`config.mk`:
```
export PLATFORM = sky130hd
export DESIGN_NAME = guidance_blend_bf16_flat
export DESIGN_NICKNAME = d
export VERILOG_FILES = /design/src/rtl/core/gbb_pkg.sv /design/src/rtl/core/gbb_in_if.sv /design/src/rtl/core/gbb_out_if.sv /design/src/rtl/core/gbb_fadd.sv /design/src/rtl/core/gbb_fmul.sv /design/src/rtl/core/guidance_blend_bf16.sv /design/src/flat_wrapper.sv
export VERILOG_INCLUDE_DIRS = /design/src /design/src/rtl/core
export SDC_FILE = /design/constraint.sdc
export NUM_CORES = 2
export LEC_CHECK = 0
export BUFFER_PORTS_ARGS = -buffer_cell sky130_fd_sc_hd__clkbuf_2
export CAP_MARGIN = 20
export CORE_UTILIZATION = 34
export CTS_BUF_LIST = sky130_fd_sc_hd__clkbuf_16
export DETAILED_ROUTE_END_ITERATION = 8
export GPL_TIMING_DRIVEN = 0
export PLACE_DENSITY = 0.51
export SLEW_MARGIN = 15
export SYNTH_ARGS = -nofsm -noshare
export SYNTH_HDL_FRONTEND = slang
export SYNTH_SLANG_ARGS = --single-unit
```
`constraint.sdc`:
```
create_clock -name i_clk -period 32.2 [get_ports i_clk]
set_input_delay 6.44 -clock i_clk [delete_from_list [all_inputs] [get_ports i_clk]]
set_output_delay 6.44 -clock i_clk [all_outputs]
set_load 0.1 [all_outputs]
```
`src/rtl/core/guidance_blend_bf16_macros.svh`:
```
// Assertion macros used by guidance_blend_bf16.sv.
`ifndef GUIDANCE_BLEND_BF16_MACROS_SVH
`define GUIDANCE_BLEND_BF16_MACROS_SVH

`ifndef SYNTHESIS
`define GBB_ASSERT_IMP(lbl, clk, rstn, ante, cons, msg) \
    lbl: assert property (@(posedge clk) disable iff (!(rstn)) (ante) |-> (cons)) \
        else $error(msg);
`define GBB_ASSERT_NXT(lbl, clk, ante, cons, msg) \
    lbl: assert property (@(posedge clk) (ante) |=> (cons)) else $error(msg);
`else
`define GBB_ASSERT_IMP(lbl, clk, rstn, ante, cons, msg)
`define GBB_ASSERT_NXT(lbl, clk, ante, cons, msg)
`endif

`endif

```
`src/rtl/core/gbb_pkg.sv`:
```
`default_nettype none
package gbb_pkg;

    localparam logic [31:0] ScaleReset = 32'h3f80_0000;
    localparam logic [31:0] ExpMask    = 32'h7f80_0000;
    localparam logic [31:0] RoundHalf  = 32'h0000_7fff;
    localparam logic [31:0] HighMask   = 32'hffff_0000;
    localparam logic [31:0] CanonNan   = 32'h7fc0_0000;
    localparam logic [30:0] InfMag     = 31'h7f80_0000;
    localparam int          UnitLat    = 4;
    localparam int          DlyLen     = 2 * UnitLat;

    typedef struct packed {
        logic nan;
        logic inf;
        logic sign;
    } t_spec;

    // Round a binary32 to the bf16 grid; infinity and NaN are only truncated.
    function automatic logic [31:0] bf16_round(input logic [31:0] b);
        if ((b & ExpMask) != ExpMask) begin
            return (b + RoundHalf + {31'd0, b[16]}) & HighMask;
        end
        return b & HighMask;
    endfunction

    function automatic logic [5:0] lzc48(input logic [47:0] v);
        logic [5:0] n;
        logic       found;
        n     = 6'd0;
        found = 1'b0;
        for (int i = 47; i >= 0; i--) begin
            if (!found) begin
                if (v[i]) begin
                    found = 1'b1;
                end else begin
                    n = n + 6'd1;
                end
            end
        end
        return n;
    endfunction

endpackage
`default_nettype wire

```
`src/rtl/core/gbb_in_if.sv`:
```
`default_nettype none
interface gbb_in_if;
    logic        valid;
    logic        ready;
    logic [31:0] cond_pred;
    logic [31:0] uncond_pred;
    modport source (output valid, output cond_pred, output uncond_pred, input ready);
    modport sink (input valid, input cond_pred, input uncond_pred, output ready);
endinterface
`default_nettype wire

```
`src/rtl/core/gbb_out_if.sv`:
```
`default_nettype none
interface gbb_out_if;
    logic        valid;
    logic        ready;
    logic [15:0] guided_value;
    modport source (output valid, output guided_value, input ready);
    modport sink (input valid, input guided_value, output ready);
endinterface
`default_nettype wire

```
`src/rtl/core/gbb_fadd.sv`:
```
`default_nettype none
module gbb_fadd
    import gbb_pkg::*;
(
    input  wire logic        i_clk,
    input  wire logic        i_rst_n,
    input  wire logic        i_en,
    input  wire logic        i_vld,
    input  wire logic [31:0] i_a,
    input  wire logic [31:0] i_b,
    output logic             o_vld,
    output logic [31:0]      o_res
);

    // stage 1: classify, order by magnitude, align
    logic        n1_swap;
    logic [31:0] n1_big, n1_sml;
    logic [7:0]  n1_eb, n1_es, n1_d;
    logic [4:0]  n1_dsh;
    logic [53:0] n1_wide;
    logic        n1_anan, n1_bnan, n1_ainf, n1_binf;
    t_spec       n1_spec;

    logic        r1_vld, r1_sign, r1_sub;
    t_spec       r1_spec;
    logic [7:0]  r1_e;
    logic [26:0] r1_mb, r1_ms;

    always_comb begin
        n1_anan = (&i_a[30:23]) & (|i_a[22:0]);
        n1_bnan = (&i_b[30:23]) & (|i_b[22:0]);
        n1_ainf = (&i_a[30:23]) & ~(|i_a[22:0]);
        n1_binf = (&i_b[30:23]) & ~(|i_b[22:0]);
        n1_swap = i_b[30:0] > i_a[30:0];
        n1_big  = n1_swap ? i_b : i_a;
        n1_sml  = n1_swap ? i_a : i_b;
        n1_eb   = (n1_big[30:23] == 8'd0) ? 8'd1 : n1_big[30:23];
        n1_es   = (n1_sml[30:23] == 8'd0) ? 8'd1 : n1_sml[30:23];
        n1_d    = n1_eb - n1_es;
        n1_dsh  = (n1_d > 8'd27) ? 5'd27 : n1_d[4:0];
        n1_wide = {|n1_sml[30:23], n1_sml[22:0], 3'b000, 27'd0} >> n1_dsh;
        n1_spec.nan  = n1_anan | n1_bnan | (n1_ainf & n1_binf & (i_a[31] ^ i_b[31]));
        n1_spec.inf  = n1_ainf | n1_binf;
        n1_spec.sign = n1_ainf ? i_a[31] : i_b[31];
    end

    always_ff @(posedge i_clk) begin
        if (!i_rst_n) begin
            r1_vld <= 1'b0;
        end else if (i_en) begin
            r1_vld <= i_vld;
        end
        if (i_en) begin
            r1_spec <= n1_spec;
            r1_sign <= n1_big[31];
            r1_sub  <= i_a[31] ^ i_b[31];
            r1_e    <= n1_eb;
            r1_mb   <= {|n1_big[30:23], n1_big[22:0], 3'b000};
            r1_ms   <= {n1_wide[53:28], n1_wide[27] | (|n1_wide[26:0])};
        end
    end

    // stage 2: add or subtract, count leading zeros
    logic [27:0] n2_sum;
    logic        r2_vld, r2_sign;
    t_spec       r2_spec;
    logic [7:0]  r2_e;
    logic [27:0] r2_sum;
    logic [5:0]  r2_lz;

    assign n2_sum = r1_sub ? ({1'b0, r1_mb} - {1'b0, r1_ms}) : ({1'b0, r1_mb} + {1'b0, r1_ms});

    always_ff @(posedge i_clk) begin
        if (!i_rst_n) begin
            r2_vld <= 1'b0;
        end else if (i_en) begin
            r2_vld <= r1_vld;
        end
        if (i_en) begin
            r2_spec <= r1_spec;
            // exact cancellation gives +0
            r2_sign <= (r1_sub && n2_sum == 28'd0) ? 1'b0 : r1_sign;
            r2_e    <= r1_e;
            r2_sum  <= n2_sum;
            r2_lz   <= lzc48({n2_sum, 20'hfffff});
        end
    end

    // stage 3: normalize, stop at the subnormal exponent
    logic [8:0]  n3_lzm1, n3_em1, n3_sh, n3_enew;
    logic [26:0] n3_m;
    logic [8:0]  n3_field;
    logic        r3_vld, r3_sign;
    t_spec       r3_spec;
    logic [26:0] r3_m;
    logic [8:0]  r3_field;

    always_comb begin
        n3_lzm1 = {3'b000, r2_lz} - 9'd1;
        n3_em1  = {1'b0, r2_e} - 9'd1;
        n3_sh   = (n3_lzm1 > n3_em1) ? n3_em1 : n3_lzm1;
        n3_enew = {1'b0, r2_e} - n3_sh;
        if (r2_sum[27]) begin
            n3_m     = {r2_sum[27:2], r2_sum[1] | r2_sum[0]};
            n3_field = {1'b0, r2_e} + 9'd1;
        end else begin
            n3_m     = r2_sum[26:0] << n3_sh;
            n3_field = n3_m[26] ? n3_enew : 9'd0;
        end
    end

    always_ff @(posedge i_clk) begin
        if (!i_rst_n) begin
            r3_vld <= 1'b0;
        end else if (i_en) begin
            r3_vld <= r2_vld;
        end
        if (i_en) begin
            r3_spec  <= r2_spec;
            r3_sign  <= r2_sign;
            r3_m     <= n3_m;
            r3_field <= n3_field;
        end
    end

    // stage 4: round to nearest even, pack, round to bf16
    logic        n4_inc;
    logic [30:0] n4_mag;
    logic [31:0] n4_res;
    logic        r4_vld;
    logic [31:0] r4_res;

    always_comb begin
        n4_inc = r3_m[2] & (r3_m[1] | r3_m[0] | r3_m[3]);
        n4_mag = {r3_field[7:0], r3_m[25:3]} + {30'd0, n4_inc};
        if (r3_spec.nan) begin
            n4_res = CanonNan;
        end else if (r3_spec.inf) begin
            n4_res = {r3_spec.sign, InfMag};
        end else if (r3_field >= 9'd255) begin
            n4_res = {r3_sign, InfMag};
        end else begin
            n4_res = {r3_sign, n4_mag};
        end
    end

    always_ff @(posedge i_clk) begin
        if (!i_rst_n) begin
            r4_vld <= 1'b0;
        end else if (i_en) begin
            r4_vld <= r3_vld;
        end
        if (i_en) begin
            r4_res <= bf16_round(n4_res);
        end
    end

    assign o_vld = r4_vld;
    assign o_res = r4_res;

endmodule
`default_nettype wire

```
`src/rtl/core/gbb_fmul.sv`:
```
`default_nettype none
module gbb_fmul
    import gbb_pkg::*;
(
    input  wire logic        i_clk,
    input  wire logic        i_rst_n,
    input  wire logic        i_en,
    input  wire logic        i_vld,
    input  wire logic [31:0] i_a,
    input  wire logic [31:0] i_b,
    output logic             o_vld,
    output logic [31:0]      o_res
);

    // stage 1: classify and multiply significands
    logic        n1_anan, n1_bnan, n1_ainf, n1_binf, n1_az, n1_bz;
    logic [7:0]  n1_ea, n1_eb;
    t_spec       n1_spec;
    logic        r1_vld, r1_zero;
    t_spec       r1_spec;
    logic [47:0] r1_p;
    logic [8:0]  r1_esum;

    always_comb begin
        n1_anan = (&i_a[30:23]) & (|i_a[22:0]);
        n1_bnan = (&i_b[30:23]) & (|i_b[22:0]);
        n1_ainf = (&i_a[30:23]) & ~(|i_a[22:0]);
        n1_binf = (&i_b[30:23]) & ~(|i_b[22:0]);
        n1_az   = i_a[30:0] == 31'd0;
        n1_bz   = i_b[30:0] == 31'd0;
        n1_ea   = (i_a[30:23] == 8'd0) ? 8'd1 : i_a[30:23];
        n1_eb   = (i_b[30:23] == 8'd0) ? 8'd1 : i_b[30:23];
        n1_spec.nan  = n1_anan | n1_bnan | (n1_ainf & n1_bz) | (n1_binf & n1_az);
        n1_spec.inf  = n1_ainf | n1_binf;
        n1_spec.sign = i_a[31] ^ i_b[31];
    end

    always_ff @(posedge i_clk) begin
        if (!i_rst_n) begin
            r1_vld <= 1'b0;
        end else if (i_en) begin
            r1_vld <= i_vld;
        end
        if (i_en) begin
            r1_spec <= n1_spec;
            r1_zero <= n1_az | n1_bz;
            r1_p    <= {|i_a[30:23], i_a[22:0]} * {|i_b[30:23], i_b[22:0]};
            r1_esum <= {1'b0, n1_ea} + {1'b0, n1_eb};
        end
    end

    // stage 2: normalize the product, form the biased exponent
    logic [5:0]         n2_lz;
    logic               r2_vld, r2_zero;
    t_spec              r2_spec;
    logic [47:0]        r2_p;
    logic signed [10:0] r2_e;

    assign n2_lz = lzc48(r1_p);

    always_ff @(posedge i_clk) begin
        if (!i_rst_n) begin
            r2_vld <= 1'b0;
        end else if (i_en) begin
            r2_vld <= r1_vld;
        end
        if (i_en) begin
            r2_spec <= r1_spec;
            r2_zero <= r1_zero;
            r2_p    <= r1_p << n2_lz;
            r2_e    <= $signed({2'b00, r1_esum}) - 11'sd126 - $signed({5'd0, n2_lz});
        end
    end

    // stage 3: denormalize on underflow
    logic [5:0]  n3_sh;
    logic [95:0] n3_wide;
    logic        n3_tiny;
    logic        r3_vld, r3_zero, r3_ovf, r3_st;
    t_spec       r3_spec;
    logic [47:0] r3_q;
    logic [7:0]  r3_field;

    always_comb begin
        n3_tiny = r2_e <= 11'sd0;
        n3_sh   = (r2_e < -11'sd47) ? 6'd49 : 6'(11'sd1 - r2_e);
        n3_wide = {r2_p, 48'd0} >> (n3_tiny ? n3_sh : 6'd0);
    end

    always_ff @(posedge i_clk) begin
        if (!i_rst_n) begin
            r3_vld <= 1'b0;
        end else if (i_en) begin
            r3_vld <= r2_vld;
        end
        if (i_en) begin
            r3_spec  <= r2_spec;
            r3_zero  <= r2_zero;
            r3_ovf   <= r2_e >= 11'sd255;
            r3_q     <= n3_wide[95:48];
            r3_st    <= |n3_wide[47:0];
            r3_field <= n3_tiny ? 8'd0 : r2_e[7:0];
        end
    end

    // stage 4: round to nearest even, pack, round to bf16
    logic        n4_inc;
    logic [30:0] n4_mag;
    logic [31:0] n4_res;
    logic        r4_vld;
    logic [31:0] r4_res;

    always_comb begin
        n4_inc = r3_q[23] & ((|r3_q[22:0]) | r3_st | r3_q[24]);
        n4_mag = {r3_field, r3_q[46:24]} + {30'd0, n4_inc};
        if (r3_spec.nan) begin
            n4_res = CanonNan;
        end else if (r3_spec.inf) begin
            n4_res = {r3_spec.sign, InfMag};
        end else if (r3_zero) begin
            n4_res = {r3_spec.sign, 31'd0};
        end else if (r3_ovf) begin
            n4_res = {r3_spec.sign, InfMag};
        end else begin
            n4_res = {r3_spec.sign, n4_mag};
        end
    end

    always_ff @(posedge i_clk) begin
        if (!i_rst_n) begin
            r4_vld <= 1'b0;
        end else if (i_en) begin
            r4_vld <= r3_vld;
        end
        if (i_en) begin
            r4_res <= bf16_round(n4_res);
        end
    end

    assign o_vld = r4_vld;
    assign o_res = r4_res;

endmodule
`default_nettype wire

```
`src/rtl/core/guidance_blend_bf16.sv`:
```
// A request passes through three 4-stage fp units before its result is valid.
// Throughput: one request per cycle while the result is not stalled; the three units are chained in one pipeline.
// A stalled result freezes every stage at once; nothing is dropped or repeated.
// Reset (synchronous, active low) clears all valid bits and sets the scale to 1.0.
`default_nettype none
`include "guidance_blend_bf16_macros.svh"
module guidance_blend_bf16
    import gbb_pkg::*;
(
    input  wire logic        i_clk,
    input  wire logic        i_rst_n,
    gbb_in_if.sink           i_in,
    gbb_out_if.source        o_out,
    input  wire logic        i_cfg_we,
    input  wire logic [31:0] i_cfg_wdata
);

    logic        w_en;
    logic [31:0] r_scale;
    logic [31:0] r_unc_dly [DlyLen];
    logic        w_dvld, w_svld, w_gvld;
    logic [31:0] w_delta, w_scaled, w_guided;

    // advance the whole pipe unless the result is held
    assign w_en       = !o_out.valid || o_out.ready;
    assign i_in.ready = w_en;

    always_ff @(posedge i_clk) begin
        if (!i_rst_n) begin
            r_scale <= ScaleReset;
        end else if (i_cfg_we) begin
            r_scale <= i_cfg_wdata;
        end
    end

    always_ff @(posedge i_clk) begin
        if (w_en) begin
            r_unc_dly[0] <= i_in.uncond_pred;
            for (int i = 1; i < DlyLen; i++) begin
                r_unc_dly[i] <= r_unc_dly[i - 1];
            end
        end
    end

    gbb_fadd u_sub (
        .i_clk   (i_clk),
        .i_rst_n (i_rst_n),
        .i_en    (w_en),
        .i_vld   (i_in.valid),
        .i_a     (i_in.cond_pred),
        .i_b     ({~i_in.uncond_pred[31], i_in.uncond_pred[30:0]}),
        .o_vld   (w_dvld),
        .o_res   (w_delta)
    );

    gbb_fmul u_mul (
        .i_clk   (i_clk),
        .i_rst_n (i_rst_n),
        .i_en    (w_en),
        .i_vld   (w_dvld),
        .i_a     (w_delta),
        .i_b     (r_scale),
        .o_vld   (w_svld),
        .o_res   (w_scaled)
    );

    gbb_fadd u_add (
        .i_clk   (i_clk),
        .i_rst_n (i_rst_n),
        .i_en    (w_en),
        .i_vld   (w_svld),
        .i_a     (r_unc_dly[DlyLen - 1]),
        .i_b     (w_scaled),
        .o_vld   (w_gvld),
        .o_res   (w_guided)
    );

    assign o_out.valid        = w_gvld;
    assign o_out.guided_value = w_guided[31:16];

    `GBB_ASSERT_IMP(a_stall_blocks_in, i_clk, i_rst_n, o_out.valid && !o_out.ready, !i_in.ready, "request taken while result stalled")
    `GBB_ASSERT_IMP(a_empty_takes_in, i_clk, i_rst_n, !o_out.valid, i_in.ready, "pipe not accepting with empty output")
    `GBB_ASSERT_NXT(a_reset_clears, i_clk, !i_rst_n, !o_out.valid, "result valid right after reset")

endmodule
`default_nettype wire

```
`src/flat_wrapper.sv`:
```
// flat-port wrapper written by rule: the top's interface ports become plain ports
module guidance_blend_bf16_flat import gbb_pkg::*;
  (i_clk, i_rst_n, i_cfg_we, i_cfg_wdata, i_in_valid, i_in_cond_pred, i_in_uncond_pred, i_in_ready, o_out_valid, o_out_guided_value, o_out_ready);
  gbb_in_if i_in_i ();
  gbb_out_if o_out_i ();
  input  wire logic i_clk;
  input  wire logic i_rst_n;
  input  wire logic i_cfg_we;
  input  wire logic [31:0] i_cfg_wdata;
  input wire logic [$bits(i_in_i.valid)-1:0] i_in_valid;
  input wire logic [$bits(i_in_i.cond_pred)-1:0] i_in_cond_pred;
  input wire logic [$bits(i_in_i.uncond_pred)-1:0] i_in_uncond_pred;
  output wire logic [$bits(i_in_i.ready)-1:0] i_in_ready;
  output wire logic [$bits(o_out_i.valid)-1:0] o_out_valid;
  output wire logic [$bits(o_out_i.guided_value)-1:0] o_out_guided_value;
  input wire logic [$bits(o_out_i.ready)-1:0] o_out_ready;
  assign i_in_i.valid = i_in_valid;
  assign i_in_i.cond_pred = i_in_cond_pred;
  assign i_in_i.uncond_pred = i_in_uncond_pred;
  assign i_in_ready = i_in_i.ready;
  assign o_out_valid = o_out_i.valid;
  assign o_out_guided_value = o_out_i.guided_value;
  assign o_out_i.ready = o_out_ready;
  guidance_blend_bf16 u_core (.i_clk(i_clk), .i_rst_n(i_rst_n), .i_in(i_in_i), .o_out(o_out_i), .i_cfg_we(i_cfg_we), .i_cfg_wdata(i_cfg_wdata));
endmodule
```
==> metrics.yaml <==
outcome:
  status: "completed"
placement:
  place_hpwl_um: 151000
  place_area_um2: 68800
  gp_congestion: 0.932
  dp_slack_ps: 10550
  port_buffers: 117
timing:
  final.period_utilization_pct: 67.3
  fin_crit_ps: 21660
  tightest_slew_ps: 1060
  drv_slew: 0
  fmax_ghz: 0.0462
  setup_viol: 0
  relSlewSlack_pct: 28.9
  finalWorstSetupSlack_ps: 10540
  finClkSkew_ps: 53.6
  hold_viol: 0
  rsz0062_at_grt: "false"
  setup_tns_ps: 0
clock_tree:
  clock-root-buffer: "clkbuf_16"
  cts_resized: 0
  clock-sinks: 799
  cts.clk_slew.worst_paths_ps: 60
  clk_latency_ps: 730
  htree_num_levels: 3
  postCtsHoldBufs: 0
  clk_path_buf_depth: 3
  cts_buffers: 91
  cts_tree: "built"
  cts_setup_buffers: 0
pwr:
  power.density_nw_per_um2: 101
  power_leakage_nw: 29.3
  power.switching_w: 0.00355
  ir_worst_vdd_v: 0.0000580
  power.clock.fraction_pct: 14.8
  power.internal_w: 0.00370
  seqPwrFrac_pct: 23.7
  swShare_pct: 49.0
  p_comb_share_pct: 61.5
setup_path:
  r2r_end: "u_core.u_sub.r2_lz[5]"
  max_stage_delay_ps: 760
  r2r_cells: 98
  r2r_slack_ps: 10540
  crit_type: "flop to flop"
  cp.required_ps: 32670
  crit_path_end: "u_core.u_sub.r2_lz[5]"
  crit_fanout: 7
  crit_top_cell: "ha_1"
  crit_start: "u_core.u_sub.r1_ms[0]"
  end_kind: "flop"
  critical_path_arrival_ps: 22130
  startpoint_type: "flop"
  critPathSlowestCell: "o41ai_1"
  r2r-start: "u_core.u_sub.r1_ms[0]"
synth:
  synth_nets: 7675
  seq_area_frac_synth_pct: 36.3
  synth_flop_cell: "edfxtp_1"
  ys_warn_count: 0
  yosys_register_bits: 799
  synth_top_area_share_pct: 34.9
  synthDistinctLibCells: 116
  syn_area_per_cell_um2: 9.16
  synth_largest_area_cell: "edfxtp_1"
  synth_area_leaders: "edfxtp_1, ha_1, mux2i_1, nand2_1, fa_1"
  async_flop_share_pct: 0
  synth_cells: 7082
  synth_edf_count: 755
  syn_area_um2: 64900
floorplanning:
  die_x_um: 439
  io_pins: 119
  die_h_um: 439
  coreArea_um2: 189000
  start_util_pct: 34.4
  dieArea_um2: 193000
  rows: 159
run:
  maxCapViolations: 0
finish:
  drive_above_1_share_pct: 6.52
  syn_to_final_growth_pct: 11.0
  multi_input_area_um2: 38300
  nFillCells: 19000
  fin_nets: 7896
  fin_area_um2: 72000
  ff_latch_area_um2: 23600
worst_hold_path:
  hold_path.class: "flop to flop"
  min_path_cells: 0
drt:
  vias: 52900
  firstDrtPassIters: 6
  finalWirelength_um: 190000
  drt_iter0_markers: 3960
  detail-route-antenna-nets: 0
  drc: 0
  wl_per_cell_um: 19.2
  via_per_inst: 5.36
grt:
  grt_overflow_total: 0
  grt_pass1_wl_um: 296000
  grt_max_degree: 107
  grt_pass1_vias: 51600
  antenna_found_initial: 11
  grt_usage_pct: 19.3
==> per-stage QoR <==
stage,std cells,total power (W),utilization [%],hold slack (ps)
2_1_floorplan,7082,0.00484,-,400
3_3_place_gp,9694,0.00614,36.4,400
3_5_place_dp,9703,0.00614,36.5,405
4_1_cts,9873,0.00726,38.2,393
5_1_grt,9877,0.00781,38.2,396
6_report,9877,0.00725,38.2,391
==> cell type report <==
type | instances | area share (%)
diodes | 2 | 0.00695
plain buffers | 328 | 1.76
clock buffers | 93 | 3.23
clock inverters | 77 | 1.12
inverters | 479 | 2.50
multi-input cells | 5476 | 53.2
flip-flops and latches | 799 | 32.7
well taps | 2495 | 4.33
repair buffers | 128 | 1.15
==> cell families after synthesis <==
kind of cell,count (synthesis),share of synthesized area [%]
mux,453,7.67
buf+inv,807,4.71
xor+xnor,401,5.93
compound gates,1548,14.9
simple gates,2579,19.3
fa+ha+maj,495,11.2
flops,799,36.3
==> worst max-delay path: cells and delay by family (launching register included) <==
kind / cells / cell delay [ps]
multiplexers: 12 / 2750
AO/OA/AOI/OAI: 28 / 6010
adder cells (fa/ha/maj): 23 / 7130
XOR/XNOR: 5 / 1190
flip-flops: 1 / 630
buffers and inverters: 6 / 790
AND/OR/NAND/NOR: 24 / 2880
==> power groups by stage <==
stage	clock [W]	sequential (W)	combinational, W
after floorplan	0	0.00170	0.00315
after global placement	0	0.00174	0.00440
after detailed placement	0	0.00174	0.00440
after CTS	0.00111	0.00172	0.00443
after global routing	0.00115	0.00175	0.00491
final	0.00107	0.00172	0.00446
==> how the worst min path moves through the flow <==
stage,startpoint,to,slack [ps]
after floorplan,u_core.r_unc_dly[0][0],u_core.r_unc_dly[1][0],400
after global placement,u_core.r_unc_dly[1][25],u_core.r_unc_dly[2][25],400
after detailed placement,u_core.r_unc_dly[0][26],u_core.r_unc_dly[1][26],400
after CTS,u_core.u_add.r1_e[1],u_core.u_add.r2_e[1],390
after global routing,u_core.u_add.r1_e[3],u_core.u_add.r2_e[3],400
final,u_core.u_add.r1_e[1],u_core.u_add.r2_e[1],390
==> cell usage after synthesis, types with 50 or more instances <==
cell	count
nand2_1	801
edfxtp_1	755
nor2_1	592
o21ai_0	498
inv_1	470
a21oi_1	381
mux2i_1	354
ha_1	352
clkbuf_1	271
xnor2_1	242
nand3_1	201
and2_1	155
nor3_1	149
nor2b_1	143
fa_1	140
xor2_1	131
nor4_1	97
a21o_1	89
nand4_1	82
and3_1	81
nand2b_1	69
mux2_2	68
a211oi_1	56
a31oi_1	52
o211ai_1	50
==> state kept, by name (all words and copies together), names as in the netlist, 27 cells and up <==
name	count
u_core.u_sub.r1_ms	27
u_core.u_mul.r1_p	32
u_core.u_mul.r3_q	47
u_core.r_scale	32
u_core.u_add.r1_ms	27
u_core.r_unc_dly	256
u_core.u_mul.r2_p	32
u_core.u_add.r2_sum	28
u_core.u_sub.r2_sum	28
==> layer usage <==
| metal | global-route usage (%) | wire, um | vias to the layer above |
|---|---|---|---|
| met4 | 5.97 | 6010 | 2 |
| met1 | 25.7 | 87500 | 25600 |
| met3 | 2.22 | 6620 | 267 |
| met2 | 32.4 | 89700 | 1071 |
| li1 | - | - | 26000 |
| met5 | 0 | 13 | - |
==> layout by cell type (no fill, tap or decap), types with 95 or more instances in the layout <==
master    synthesis  layout
nor2b_1         143     143
xnor2_1         242     242
nor2_1          592     592
xor2_1          131     131
clkbuf_1        271     270
inv_1           470     486
and2_1          155     155
nor3_1          149     149
nor4_1           97      95
fa_1            140     140
a21oi_1         381     381
ha_1            352     352
nand2_1         801     801
o21ai_0         498     498
edfxtp_1        755     755
clkbuf_2          1     119
nand3_1         201     201
mux2i_1         354     353
(Power assumes the default switching activity.)
